<file path="src/rtl/ble_packet_rx_checker_top_assert.svh">
// ----------------------------------------------------------------------------
// BLE packet receive checker assertion macros
// Concurrent assertion wrappers; they compile to nothing under synthesis.
// ----------------------------------------------------------------------------
`ifndef BLE_PACKET_RX_CHECKER_TOP_ASSERT_SVH
`define BLE_PACKET_RX_CHECKER_TOP_ASSERT_SVH

`ifndef SYNTHESIS

// Property holds on every clock edge outside reset
`define BPRC_ASSERT(label, clk, rst, prop) \
   label: assert property (@(posedge clk) disable iff (rst) (prop)) \
      else $error("bprc assertion failed");

// Antecedent implies consequent in the same cycle
`define BPRC_ASSERT_IMP(label, clk, rst, ante, cons) \
   label: assert property (@(posedge clk) disable iff (rst) (ante) |-> (cons)) \
      else $error("bprc implication failed");

// Antecedent implies consequent in the next cycle
`define BPRC_ASSERT_NXT(label, clk, rst, ante, cons) \
   label: assert property (@(posedge clk) disable iff (rst) (ante) |=> (cons)) \
      else $error("bprc next-cycle implication failed");

`else

`define BPRC_ASSERT(label, clk, rst, prop)
`define BPRC_ASSERT_IMP(label, clk, rst, ante, cons)
`define BPRC_ASSERT_NXT(label, clk, rst, ante, cons)

`endif

`endif

</file>
<file path="src/rtl/bprc_pkg.sv">
// ----------------------------------------------------------------------------
// BLE packet receive checker package
// Shared widths, codes, config and beat types, and the CRC-24 byte step.
// ----------------------------------------------------------------------------
`default_nettype none

package bprc_pkg;

   localparam int BYTE_W    = 8;
   localparam int CHAN_W    = 6;
   localparam int ADDR_W    = 32;
   localparam int CRC_W     = 24;
   localparam int LEN_W     = 9;
   localparam int POS_W     = 9;
   localparam int CSR_IDX_W = 2;
   localparam int CSR_DAT_W = 32;
   localparam int STATUS_W  = 2;

   // Register reset values
   localparam logic [CHAN_W-1:0] RF_CHANNEL_RST     = 6'd0;
   localparam logic [ADDR_W-1:0] ACCESS_ADDRESS_RST = 32'h8E89BED6;
   localparam logic [CRC_W-1:0]  CRC_INIT_RST       = 24'h555555;
   localparam logic [LEN_W-1:0]  RX_LIMIT_RST       = 9'd257;

   // CRC-24, reflected form
   localparam logic [CRC_W-1:0] CRC_TAPS = 24'h5A6000;
   localparam logic [CRC_W-1:0] CRC_TOP  = 24'h800000;

   // Frame layout
   localparam logic [POS_W-1:0] PDU_START = 9'd5;
   localparam logic [POS_W-1:0] POS_MAX   = 9'd511;
   localparam logic [LEN_W-1:0] HDR_LEN   = 9'd2;
   localparam logic [LEN_W-1:0] CRC_BYTES = 9'd3;
   localparam logic [POS_W:0]   MIN_FRAME = 10'd10;
   localparam logic [POS_W:0]   FRAME_OVH = 10'd8;

   typedef enum logic [CSR_IDX_W-1:0] {
      CSR_RF_CHANNEL     = 2'd0,
      CSR_ACCESS_ADDRESS = 2'd1,
      CSR_CRC_INIT       = 2'd2,
      CSR_RX_LIMIT       = 2'd3
   } csr_index_type;

   typedef enum logic [STATUS_W-1:0] {
      STATUS_OK       = 2'd0,
      STATUS_CRC_ERR  = 2'd1,
      STATUS_TOO_LONG = 2'd2,
      STATUS_IGNORED  = 2'd3
   } status_type;

   typedef struct packed {
      logic [CHAN_W-1:0] rf_channel;
      logic [ADDR_W-1:0] access_address;
      logic [CRC_W-1:0]  crc_init;
      logic [LEN_W-1:0]  rx_limit;
   } cfg_type;

   typedef struct packed {
      logic [BYTE_W-1:0] pdu_byte;
      logic              pdu_valid;
      logic              frame_done;
      status_type        status;
   } rsp_beat_type;

   // Advance the CRC by one byte, LSB first
   function automatic logic [CRC_W-1:0] crc_byte(input logic [CRC_W-1:0] crc,
                                                 input logic [BYTE_W-1:0] data);
      logic [CRC_W-1:0]  c;
      logic [BYTE_W-1:0] d;
      logic              fb;
      c = crc;
      d = data;
      for (int k = 0; k < BYTE_W; k++) begin
         fb = c[0] ^ d[0];
         d  = d >> 1;
         c  = c >> 1;
         if (fb) begin
            c = (c | CRC_TOP) ^ CRC_TAPS;
         end
      end
      return c;
   endfunction

endpackage

`default_nettype wire

</file>
<file path="src/rtl/bprc_ifs.sv">
// ----------------------------------------------------------------------------
// BLE packet receive checker channels
// Valid/ready channel bundles for the received bytes and the result beats.
// ----------------------------------------------------------------------------
`default_nettype none

interface bprc_req_if;
   logic                        valid;
   logic                        ready;
   logic [bprc_pkg::BYTE_W-1:0] rx_byte;
   logic                        frame_end;

   modport source (output valid, output rx_byte, output frame_end, input ready);
   modport sink   (input valid, input rx_byte, input frame_end, output ready);
endinterface

interface bprc_rsp_if;
   logic                          valid;
   logic                          ready;
   logic [bprc_pkg::BYTE_W-1:0]   pdu_byte;
   logic                          pdu_valid;
   logic                          frame_done;
   logic [bprc_pkg::STATUS_W-1:0] status;

   modport source (output valid, output pdu_byte, output pdu_valid, output frame_done,
                   output status, input ready);
   modport sink   (input valid, input pdu_byte, input pdu_valid, input frame_done,
                   input status, output ready);
endinterface

`default_nettype wire

</file>
<file path="src/rtl/bprc_csr.sv">
// ----------------------------------------------------------------------------
// BLE packet receive checker configuration registers
// Write-only register file for channel, access address, CRC init and limit.
// ----------------------------------------------------------------------------
`default_nettype none

module bprc_csr (
   input  wire logic                             clock,
   input  wire logic                             reset,
   input  wire logic                             csr_we,
   input  wire logic [bprc_pkg::CSR_IDX_W-1:0]   csr_index,
   input  wire logic [bprc_pkg::CSR_DAT_W-1:0]   csr_wdata,
   output      bprc_pkg::cfg_type                cfg
);
   import bprc_pkg::*;

   cfg_type cfg_ff;
   cfg_type cfg_in;

   // Decode the write
   always_comb begin
      cfg_in = cfg_ff;
      if (csr_we) begin
         unique case (csr_index_type'(csr_index))
            CSR_RF_CHANNEL:     cfg_in.rf_channel     = csr_wdata[CHAN_W-1:0];
            CSR_ACCESS_ADDRESS: cfg_in.access_address = csr_wdata[ADDR_W-1:0];
            CSR_CRC_INIT:       cfg_in.crc_init       = csr_wdata[CRC_W-1:0];
            CSR_RX_LIMIT:       cfg_in.rx_limit       = csr_wdata[LEN_W-1:0];
            default:            cfg_in = cfg_ff;
         endcase
      end
   end

   // Hold the registers
   always_ff @(posedge clock) begin
      if (reset) begin
         cfg_ff.rf_channel     <= RF_CHANNEL_RST;
         cfg_ff.access_address <= ACCESS_ADDRESS_RST;
         cfg_ff.crc_init       <= CRC_INIT_RST;
         cfg_ff.rx_limit       <= RX_LIMIT_RST;
      end else begin
         cfg_ff <= cfg_in;
      end
   end

   assign cfg = cfg_ff;

endmodule

`default_nettype wire

</file>
<file path="src/rtl/bprc_frame.sv">
// ----------------------------------------------------------------------------
// BLE packet receive checker frame tracker
// Per-byte frame parsing, header match, CRC-24 update and final status.
// ----------------------------------------------------------------------------
`default_nettype none

module bprc_frame (
   input  wire logic                          clock,
   input  wire logic                          reset,
   input  wire logic                          step,
   input  wire logic [bprc_pkg::BYTE_W-1:0]   rx_byte,
   input  wire logic                          frame_end,
   input  wire bprc_pkg::cfg_type             cfg,
   output      bprc_pkg::rsp_beat_type        beat
);
   import bprc_pkg::*;

   logic [POS_W-1:0] pos_ff,  pos_in;
   logic [CRC_W-1:0] crc_ff,  crc_in;
   logic [LEN_W-1:0] len_ff,  len_in;
   logic [CRC_W-1:0] rcrc_ff, rcrc_in;
   logic             mis_ff,  mis_in;

   logic [CRC_W-1:0]  crc_n;
   logic [LEN_W-1:0]  len_n;
   logic [CRC_W-1:0]  rcrc_n;
   logic              mis_n;
   logic              in_pdu;
   logic [POS_W-1:0]  off;
   logic [POS_W-1:0]  rel;
   logic [BYTE_W-1:0] want;
   logic [POS_W:0]    count;
   status_type        status;

   assign off   = pos_ff - PDU_START;
   assign rel   = off - len_ff;
   assign count = {1'b0, pos_ff} + 10'd1;

   // Pick the expected access-address byte, least significant first
   always_comb begin
      case (pos_ff[2:0])
         3'd1:    want = cfg.access_address[7:0];
         3'd2:    want = cfg.access_address[15:8];
         3'd3:    want = cfg.access_address[23:16];
         3'd4:    want = cfg.access_address[31:24];
         default: want = '0;
      endcase
   end

   // Parse the byte at its frame position
   always_comb begin
      crc_n  = crc_ff;
      len_n  = len_ff;
      rcrc_n = rcrc_ff;
      mis_n  = mis_ff;
      in_pdu = 1'b0;
      if (pos_ff == '0) begin
         crc_n = cfg.crc_init;
         if (rx_byte != {2'b00, cfg.rf_channel}) begin
            mis_n = 1'b1;
         end
      end else if (pos_ff < PDU_START) begin
         if (rx_byte != want) begin
            mis_n = 1'b1;
         end
      end else if (off < len_ff) begin
         in_pdu = 1'b1;
         crc_n  = crc_byte(crc_ff, rx_byte);
         if (off == 9'd1) begin
            len_n = HDR_LEN + {1'b0, rx_byte};
         end
      end else if (rel < CRC_BYTES) begin
         case (rel[1:0])
            2'd0:    rcrc_n[7:0]   = rcrc_ff[7:0]   | rx_byte;
            2'd1:    rcrc_n[15:8]  = rcrc_ff[15:8]  | rx_byte;
            default: rcrc_n[23:16] = rcrc_ff[23:16] | rx_byte;
         endcase
      end
   end

   // Grade the frame on its final byte
   always_comb begin
      if (count < MIN_FRAME || mis_n) begin
         status = STATUS_IGNORED;
      end else if (len_n > cfg.rx_limit) begin
         status = STATUS_TOO_LONG;
      end else if (count < ({1'b0, len_n} + FRAME_OVH) || rcrc_n != crc_n) begin
         status = STATUS_CRC_ERR;
      end else begin
         status = STATUS_OK;
      end
   end

   // Rearm on the final byte, otherwise advance with saturation
   always_comb begin
      pos_in  = pos_ff;
      crc_in  = crc_ff;
      len_in  = len_ff;
      rcrc_in = rcrc_ff;
      mis_in  = mis_ff;
      if (step) begin
         if (frame_end) begin
            pos_in  = '0;
            crc_in  = cfg.crc_init;
            len_in  = HDR_LEN;
            rcrc_in = '0;
            mis_in  = 1'b0;
         end else begin
            pos_in  = (pos_ff == POS_MAX) ? pos_ff : pos_ff + 9'd1;
            crc_in  = crc_n;
            len_in  = len_n;
            rcrc_in = rcrc_n;
            mis_in  = mis_n;
         end
      end
   end

   always_ff @(posedge clock) begin
      if (reset) begin
         pos_ff  <= '0;
         crc_ff  <= CRC_INIT_RST;
         len_ff  <= HDR_LEN;
         rcrc_ff <= '0;
         mis_ff  <= 1'b0;
      end else begin
         pos_ff  <= pos_in;
         crc_ff  <= crc_in;
         len_ff  <= len_in;
         rcrc_ff <= rcrc_in;
         mis_ff  <= mis_in;
      end
   end

   // Build the result beat
   always_comb begin
      beat.pdu_byte   = in_pdu ? rx_byte : '0;
      beat.pdu_valid  = in_pdu;
      beat.frame_done = frame_end;
      beat.status     = frame_end ? status : STATUS_OK;
   end

endmodule

`default_nettype wire

</file>
<file path="src/rtl/ble_packet_rx_checker_top.sv">
// ----------------------------------------------------------------------------
// BLE packet receive checker
// Checks a received BLE frame byte by byte and grades it on its last byte.
//
// Each accepted byte yields exactly one result beat. A byte is taken into an
// input register and parsed against the frame state (channel, access address,
// PDU with an unrolled 8-bit CRC-24 step, received CRC). The beat lands in an
// output register when the frame tracker steps, which waits while a beat in the
// output register is not taken. The block sustains one byte per cycle while the
// result channel is ready; the CRC byte update in the frame tracker is
// combinational. PDU bytes are flagged with pdu_valid even for frames that later
// grade as ignored, so the user drops them on that status. Configuration is
// written through the csr port while no beat is in flight; crc_init takes effect
// at the next channel byte. No clearing pass is needed after reset.
// ----------------------------------------------------------------------------
`default_nettype none

`include "ble_packet_rx_checker_top_assert.svh"

module ble_packet_rx_checker_top (
   input  wire logic                             clock,
   input  wire logic                             reset,
   bprc_req_if.sink                              req_if,
   bprc_rsp_if.source                            rsp_if,
   input  wire logic                             csr_we,
   input  wire logic [bprc_pkg::CSR_IDX_W-1:0]   csr_index,
   input  wire logic [bprc_pkg::CSR_DAT_W-1:0]   csr_wdata
);
   import bprc_pkg::*;

   cfg_type           cfg;
   rsp_beat_type      beat;

   logic              in_valid_ff, in_valid_in;
   logic [BYTE_W-1:0] in_byte_ff,  in_byte_in;
   logic              in_end_ff,   in_end_in;
   logic              out_valid_ff, out_valid_in;
   rsp_beat_type      out_ff, out_in;

   logic              out_free;
   logic              advance;
   logic              req_take;

   // Handshake: the output register frees the input stage
   assign out_free      = !out_valid_ff || rsp_if.ready;
   assign advance       = in_valid_ff && out_free;
   assign req_if.ready  = !in_valid_ff || out_free;
   assign req_take      = req_if.valid && req_if.ready;

   bprc_csr u_csr (
      .clock     (clock),
      .reset     (reset),
      .csr_we    (csr_we),
      .csr_index (csr_index),
      .csr_wdata (csr_wdata),
      .cfg       (cfg)
   );

   bprc_frame u_frame (
      .clock     (clock),
      .reset     (reset),
      .step      (advance),
      .rx_byte   (in_byte_ff),
      .frame_end (in_end_ff),
      .cfg       (cfg),
      .beat      (beat)
   );

   // Load the input register on each accepted beat
   always_comb begin
      in_valid_in = in_valid_ff;
      in_byte_in  = in_byte_ff;
      in_end_in   = in_end_ff;
      if (req_take) begin
         in_valid_in = 1'b1;
         in_byte_in  = req_if.rx_byte;
         in_end_in   = req_if.frame_end;
      end else if (advance) begin
         in_valid_in = 1'b0;
      end
   end

   // Load the output register as the frame tracker steps; drop it once taken
   always_comb begin
      out_valid_in = out_valid_ff;
      out_in       = out_ff;
      if (advance) begin
         out_valid_in = 1'b1;
         out_in       = beat;
      end else if (rsp_if.ready) begin
         out_valid_in = 1'b0;
      end
   end

   always_ff @(posedge clock) begin
      if (reset) begin
         in_valid_ff  <= 1'b0;
         out_valid_ff <= 1'b0;
      end else begin
         in_valid_ff  <= in_valid_in;
         out_valid_ff <= out_valid_in;
      end
   end

   always_ff @(posedge clock) begin
      in_byte_ff <= in_byte_in;
      in_end_ff  <= in_end_in;
      out_ff     <= out_in;
   end

   // Drive the result channel
   assign rsp_if.valid      = out_valid_ff;
   assign rsp_if.pdu_byte   = out_ff.pdu_byte;
   assign rsp_if.pdu_valid  = out_ff.pdu_valid;
   assign rsp_if.frame_done = out_ff.frame_done;
   assign rsp_if.status     = out_ff.status;

   // A stalled output with a pending input byte blocks new bytes
   `BPRC_ASSERT_IMP(a_stall_blocks_input, clock, reset,
                    in_valid_ff && out_valid_ff && !rsp_if.ready, !req_if.ready)
   // A final byte that steps shows up next cycle as a done beat
   `BPRC_ASSERT_NXT(a_end_gives_done, clock, reset,
                    advance && in_end_ff, out_valid_ff && out_ff.frame_done)
   // Status is only graded on the final byte
   `BPRC_ASSERT_IMP(a_status_on_done, clock, reset,
                    out_valid_ff && !out_ff.frame_done, out_ff.status == STATUS_OK)

endmodule

`default_nettype wire

</file>
<file path="src/flat_wrapper.sv">
// flat-port wrapper written by rule: the top's interface ports become plain ports
module ble_packet_rx_checker_top_flat import bprc_pkg::*;
  (clock, reset, csr_we, csr_index, csr_wdata, req_if_valid, req_if_rx_byte, req_if_frame_end, req_if_ready, rsp_if_valid, rsp_if_pdu_byte, rsp_if_pdu_valid, rsp_if_frame_done, rsp_if_status, rsp_if_ready);
  bprc_req_if req_if_i ();
  bprc_rsp_if rsp_if_i ();
  input  wire logic clock;
  input  wire logic reset;
  input  wire logic csr_we;
  input  wire logic [bprc_pkg::CSR_IDX_W-1:0] csr_index;
  input  wire logic [bprc_pkg::CSR_DAT_W-1:0] csr_wdata;
  input wire logic [$bits(req_if_i.valid)-1:0] req_if_valid;
  input wire logic [$bits(req_if_i.rx_byte)-1:0] req_if_rx_byte;
  input wire logic [$bits(req_if_i.frame_end)-1:0] req_if_frame_end;
  output wire logic [$bits(req_if_i.ready)-1:0] req_if_ready;
  output wire logic [$bits(rsp_if_i.valid)-1:0] rsp_if_valid;
  output wire logic [$bits(rsp_if_i.pdu_byte)-1:0] rsp_if_pdu_byte;
  output wire logic [$bits(rsp_if_i.pdu_valid)-1:0] rsp_if_pdu_valid;
  output wire logic [$bits(rsp_if_i.frame_done)-1:0] rsp_if_frame_done;
  output wire logic [$bits(rsp_if_i.status)-1:0] rsp_if_status;
  input wire logic [$bits(rsp_if_i.ready)-1:0] rsp_if_ready;
  assign req_if_i.valid = req_if_valid;
  assign req_if_i.rx_byte = req_if_rx_byte;
  assign req_if_i.frame_end = req_if_frame_end;
  assign req_if_ready = req_if_i.ready;
  assign rsp_if_valid = rsp_if_i.valid;
  assign rsp_if_pdu_byte = rsp_if_i.pdu_byte;
  assign rsp_if_pdu_valid = rsp_if_i.pdu_valid;
  assign rsp_if_frame_done = rsp_if_i.frame_done;
  assign rsp_if_status = rsp_if_i.status;
  assign rsp_if_i.ready = rsp_if_ready;
  ble_packet_rx_checker_top u_core (.clock(clock), .reset(reset), .req_if(req_if_i), .rsp_if(rsp_if_i), .csr_we(csr_we), .csr_index(csr_index), .csr_wdata(csr_wdata));
endmodule
</file>
<file path="config.mk">
export PLATFORM = sky130hd
export DESIGN_NAME = ble_packet_rx_checker_top_flat
export DESIGN_NICKNAME = d
export VERILOG_FILES = /design/src/rtl/bprc_pkg.sv /design/src/rtl/bprc_ifs.sv /design/src/rtl/bprc_csr.sv /design/src/rtl/bprc_frame.sv /design/src/rtl/ble_packet_rx_checker_top.sv /design/src/flat_wrapper.sv
export VERILOG_INCLUDE_DIRS = /design/src /design/src/rtl
export SDC_FILE = /design/constraint.sdc
export NUM_CORES = 1
export LEC_CHECK = 0
export ABC_CLOCK_PERIOD_IN_PS = 6600
export BUFFER_PORTS_ARGS = -buffer_cell sky130_fd_sc_hd__buf_2
export CAP_MARGIN = 20
export CORE_ASPECT_RATIO = 0.9
export CORE_MARGIN = 3
export CORE_UTILIZATION = 57
export DETAILED_ROUTE_END_ITERATION = 8
export GPL_TIMING_DRIVEN = 0
export PLACE_DENSITY = 0.72
export SLEW_MARGIN = 30
export SYNTH_ARGS = -nofsm -noshare
export SYNTH_HDL_FRONTEND = slang
export SYNTH_SLANG_ARGS = --single-unit
export TNS_END_PERCENT = 5
</file>
<file path="constraint.sdc">
create_clock -name clock -period 6.6 [get_ports clock]
set_input_delay 0.99 -clock clock [delete_from_list [all_inputs] [get_ports clock]]
set_output_delay 0.99 -clock clock [all_outputs]
set_load 0.005 [all_outputs]
</file>
Word level (Yosys, flattened, before mapping):

Cells that the tools add are included.

* bits of input ports: 48
* logic and storage cells: 145
* output and inout port bits: 14
* bits in registers: 161

* eq/ne operators: 14
* mux-type cells: 64
* add/sub/neg operators: 6
* bitwise logic cells: 19
* order comparisons: 6
* reductions and logical operators: 19

Operators with widths (number)
* 2-to-1 mux 24 bit: 38
* 2-to-1 mux 9 bit: 7
* inverter 6 bit: 8
* case mux 8 bit (4 select lines): 1
* 2-to-1 mux 8 bit: 3
* inequality test 24 bit: 1
* bitwise OR 8 bit: 3
* 2-to-1 mux 1 bit: 13
* adder 9 x 1 -> 10 bit, second input constant: 1
* adder 9 x 4 -> 10 bit, second input constant: 1
* < comparator 10 bit: 1
* < comparator 10 x 4 -> 1 bit, second input constant: 1
* AND reduction 2 bit: 5
* adder 2 x 8 -> 9 bit, first input constant: 1
* adder 9 x 1 -> 9 bit, second input constant: 1
* == test 9 x 1 -> 1 bit, second input constant: 1
* == test 9 bit, second input constant: 1
* greater-than comparator 9 bit: 1
* zero test 9 bit: 1
* < comparator 9 x 2 -> 1 bit, second input constant: 1
* < comparator 9 x 3 -> 1 bit, second input constant: 1
* < comparator 9 bit: 1
* subtractor 9 x 3 -> 9 bit, second input constant: 1
* subtractor 9 bit: 1
* 16 further kinds: 34

Longest topological paths before layout:

* depth after elaboration: 45
* depth in mapped cells: 30

Cells and area by module:

A second synthesis with hierarchy kept.

* cell total of the unflattened synthesis: 1177
* area total of the unflattened synthesis: 9979.6 um^2

By module, submodules not included
* bprc_frame: instances 1, cells each 856, area each 6331.1 um^2
* bprc_csr: instances 1, cells each 290, area each 2914.0 um^2
* ble_packet_rx_checker_top: instances 1, cells each 31, area each 734.5 um^2

Least setup slack after synthesis:

Ideal clock, no wire load.

* path type: register -> register
* start: register u_core.u_frame.pos_ff[0]
* end: register u_core.out_ff (netlist bit u_core.rsp_if.status[0]), data pin
* required time: 6331 ps
* slack: 1168 ps
* data arrival time: 5163 ps
* library setup time: 269 ps
* stages on the path, launching flop included: 29
* period minus slack after synthesis: 5432 ps
* path buffers: 2
* path through: dfxtp_1 inv_1 ha_1 nor2b_1 o41ai_1 nand2_1 ha_1 a21oi_1 o21ai_2 nor2b_4 nand2_8 buf_2 or3_1 buf_2 o21ai_1 ha_1 nand3_1 xor2_1 ha_1 nand3_1 nor2_1 o211ai_1 a31oi_1 o41ai_1 a311oi_1 nand4_1 nor4_1 and4bb_1 a31oi_1

* longest elaborated chain between the ends: 14
* elaborated cells on any way between the ends: 44
* those cells by class: 4 x add/sub; 6 x order compare; 8 x eq/ne; 21 x mux; 5 x reduce/logical

RTL lines
* start, declared: RTL line bprc_frame.sv:18 `logic [POS_W-1:0] pos_ff, pos_in;`
* start signal, assigned: RTL line bprc_frame.sv:126 `pos_ff <= pos_in;`
* branches (longest 13 deep; another with adder 9 x 4 -> 10 bit)
* 2-to-1 mux 2 bit *: RTL line bprc_frame.sv:83 `if (count < MIN_FRAME || mis_n) begin`
* end signal, assigned: RTL line ble_packet_rx_checker_top.sv:108 `out_ff <= out_in;`
* end, declared: RTL line ble_packet_rx_checker_top.sv:38 `rsp_beat_type out_ff, out_in;`

Mark *: on every way between the ends.
A chain may end at the register's enable or synchronous reset.

Final worst setup path:

* start: register u_core.u_frame.pos_ff[3]
* end: register u_core.out_ff (netlist bit u_core.rsp_if.status[0]), data pin

* longest elaborated chain between the ends: 12
* elaborated cells on any way between the ends: 31
* those cells by class: 4 x add/sub; 6 x order compare; 2 x eq/ne; 16 x mux; 3 x reduce/logical

RTL lines (RTL line)
* branches (longest 11 deep; another with adder 9 x 4 -> 10 bit)
* 2-to-1 mux 2 bit *: bprc_frame.sv:83

Marked as above.

==> reports/qor.yml <==
htreeDepth: 4
drt_first_pass_iters: 7
max_clock_freq_mhz: 160.8
hold_start: "u_core.u_csr.cfg[4]$_SDFFE_PP0P_"
netlist_area_sq_um: 9464
slew_viol_final: 0
synthArstFlopShare: 0
die_width_microns: 141.8
finalHoldViolCount: 0
skew_ns: 0.01155
p_sw_uw: 731.0
port_buffers: 60
slew_headroom: 0.3894
fin_nets: 1343
dp_hpwl_microns: 23080
crit_chain: "clkbuf_1, xor2_1, ha_1, a21o_1, a21oi_4, a21o_2, nand2_8, buf_2, or3_4, clkbuf_4, o21ai_0, ha_1, nor2b_1, o21a_1, o21a_1, o21a_1, o21a_1, o21a_1, o21a_1, o21ai_0, a21oi_1, a31o_2, a31oi_1"
clock-root-buffer: "clkbuf_16"
grt_pass1_wl_microns: 48540
worstPathArrival_ns: 6.47
clock_latency_ns: 0.44
syn_area_per_cell_sq_um: 8.055
ys_top_cells_by_area: "dfxtp_1 30%, nand2_1 7.9%, edfxtp_1 6.7%, ha_1 4.9%, a21oi_1 4.9%"
critical_path_class: "reg -> reg"
slowest_delay_ns: 0.54
hold_class: "reg -> reg"
holdWs_ns: 0.4562
finalSetupTns_ns: 0
cp_slowest_cell: "o21ai_0"
tightestPinTransition_ns: 0.9125
yosysSeqAreaShare: 0.3628
finalPower_mw: 2.433
final_common_cell: "nand2_1"
cts.hold.buffers_added: 0
cp-start-kind: "flop"
cts-buffers-inserted: 17
period_minus_slack_ns: 6.221
clk_pin_slew_ns: 0.07
die_y_microns: 128.2
worstPathRequired_ns: 6.85
dpl_cell_area_sq_um: 10030
syn2layout_area_growth_pct: 14.07
seqPwrFrac: 0.433
yosysTopAreaCellShare: 0.2961
die_area_sq_um: 18190
mostFrequentLayoutCells: "199 x nand2_1, 138 x dfxtp_1, 118 x nor2_1, 90 x a21oi_1, 73 x buf_2"
synthCells: 1175
cts_sinks: 161
initial_core_util: 0.5847
grt_remaining_overflow: 0
n_antenna_cell: 0
antenna_found_initial: 0
cp_max_fo: 10
vias: 9291
cts_buffer_depth: 2
final_antenna_net_count: 0
viasPerCell: 6.290
synth-edff-count: 21
synthesis.nets: 1261
setup_viol: 0
grt_pass1_vias: 8494
path_common_cell: "o21a_1"
drc_errors: 0
power.internal_mw: 1.702
leakage_nw: 4.220
p_per_area_nw_per_um2: 225.4
max-vdd-ir-drop_v: 0.0002031
synth_area_leader_cell: "dfxtp_1"
synth-seq-cells: 161
synth_cell_types: 80
cts_tree: "yes"
critPathLaunch: "u_core.u_frame.pos_ff[3]$_SDFFE_PP0P_"
drive_gt1_frac: 0.1276
coreArea_sq_um: 16190
endpoint_kind: "flop"
yosysWarnings: 0
grt_use_total: 0.3477
combPwrFrac: 0.143
ys.flop_type: "dfxtp_1"
fin_area_sq_um: 10800
max_cap_violations: 0
clock_power_share: 0.424
drt-initial-drc-count: 1058
outcome: "finished, final reports clean"
gp_congestion: 0.9976
wirelength_microns: 31430
fin_crit_sh: 0.9425
wl_per_cell_microns: 21.28
grt_max_degree: 22
ioPinCount: 62
swShare: 0.3004
r2r_start: "u_core.u_frame.pos_ff[3]$_SDFFE_PP0P_"
num_rows: 44
==> Yosys cell counts (all sizes together) (12+ instances only) <==
master  count
nand2     200
edfxtp     21
and3       23
buf        25
inv        38
nand3      17
mux2i      20
a211o      16
xnor2      50
a31oi      29
a21oi      96
a22oi      15
nand4      12
nand3b     34
xor2       32
dfxtp     140
nor3       17
ha         37
o21ai      42
clkbuf     55
nor2      118
==> path summary, 6_finish.rpt <==
path / end / slack (ns) / cells past startpoint
min: u_core.u_csr.cfg[4]$_SDFFE_PP0P_ / 0.46 / 2
max: u_core.rsp_if.status[0]$_SDFFCE_PN0P_ / 0.38 / 23
min reg2reg: u_core.u_csr.cfg[4]$_SDFFE_PP0P_ / 0.46 / 2
max reg2reg: u_core.rsp_if.status[0]$_SDFFCE_PN0P_ / 0.38 / 23
==> registers in the layout (all words and copies together) (netlist names) <==
signal,cells
u_core.u_csr.cfg,71
u_core.rsp_if.pdu_byte,8
u_core.rsp_if.pdu_valid,1
u_core.in_byte_ff,8
u_core.u_frame.crc_ff,24
u_core.u_frame.len_ff,9
u_core.rsp_if.status,2
u_core.u_frame.rcrc_ff,24
u_core.u_frame.pos_ff,9
u_core.in_end_ff,1
u_core.rsp_if.valid,1
u_core.u_frame.mis_ff,1
u_core.in_valid_ff,1
u_core.rsp_if.frame_done,1
==> power groups by stage <==
stage               registers (mW)  clock network [mW]  logic [mW]
global route                  1.06                1.08       0.377
detailed placement            1.08                   0       0.335
floorplan                     1.07                   0       0.233
finish                        1.05                1.03       0.349
global placement              1.07                   0       0.331
CTS                           1.05                1.03       0.339
==> timing repair <==
item                                    CTS  global route
pin swaps                                 1             2
endpoints found under the setup margin    1             2
gates resized for setup                   9            20
buffers inserted                          0             3
==> logic make-up (layout without fill, tap and decap cells) <==
| kind of cell | after synthesis | after routing | synth area share |
|---|---|---|---|
| AOI/OAI and AO/OA | 283 | 283 | 0.1972 |
| xor gates and xnor gates | 82 | 82 | 0.07668 |
| adders and majority gates | 38 | 38 | 0.05103 |
| buffers and inverters | 118 | 213 | 0.05063 |
| DFF | 161 | 161 | 0.3628 |
| muxes | 21 | 21 | 0.02274 |
| and+or+nand+nor | 472 | 472 | 0.2389 |
==> layout make-up <==
type | instances | area [sq um]
repair buffers | 63 | 322.8
plain buffers | 80 | 337.8
multi-input cells | 896 | 5674
well taps | 207 | 259.0
fillers | 1408 | 5390
clock buffers | 17 | 425.4
inverters | 38 | 145.1
flip-flops and latches | 161 | 3438
clock inverters | 15 | 192.7
==> worst max-delay path: cells and delay by family, from the launching register on <==
| kind | cells | cell delay (ns) |
|---|---|---|
| fa+ha+maj | 2 | 0.72 |
| xor+xnor | 1 | 0.27 |
| flops | 1 | 0.33 |
| simple gates | 3 | 0.67 |
| buf+inv | 3 | 0.90 |
| compound gates | 14 | 3.12 |
==> routing by layer <==
metal | vias up | share of wire | global-route usage
li1 | 4308 | - | -
met2 | 532 | 0.44 | 0.5243
met5 | - | 0 | 0
met4 | 0 | 0.030 | 0.1185
met3 | 72 | 0.096 | 0.06229
met1 | 4379 | 0.43 | 0.5027
==> per-stage QoR <==
| step | util | setup slack [ns] | instances |
|---|---|---|---|
| final | 0.6670 | 0.3794 | 1477 |
| after global routing | 0.6670 | -0.03015 | 1477 |
| after CTS | 0.6599 | 0.009655 | 1474 |
| after detailed placement | 0.6200 | -0.2499 | 1442 |
| after global placement | 0.6193 | -0.2841 | 1442 |
| after floorplan | - | 1.168 | 1175 |
No activity file was read; power rests on OpenSTA's default activity.
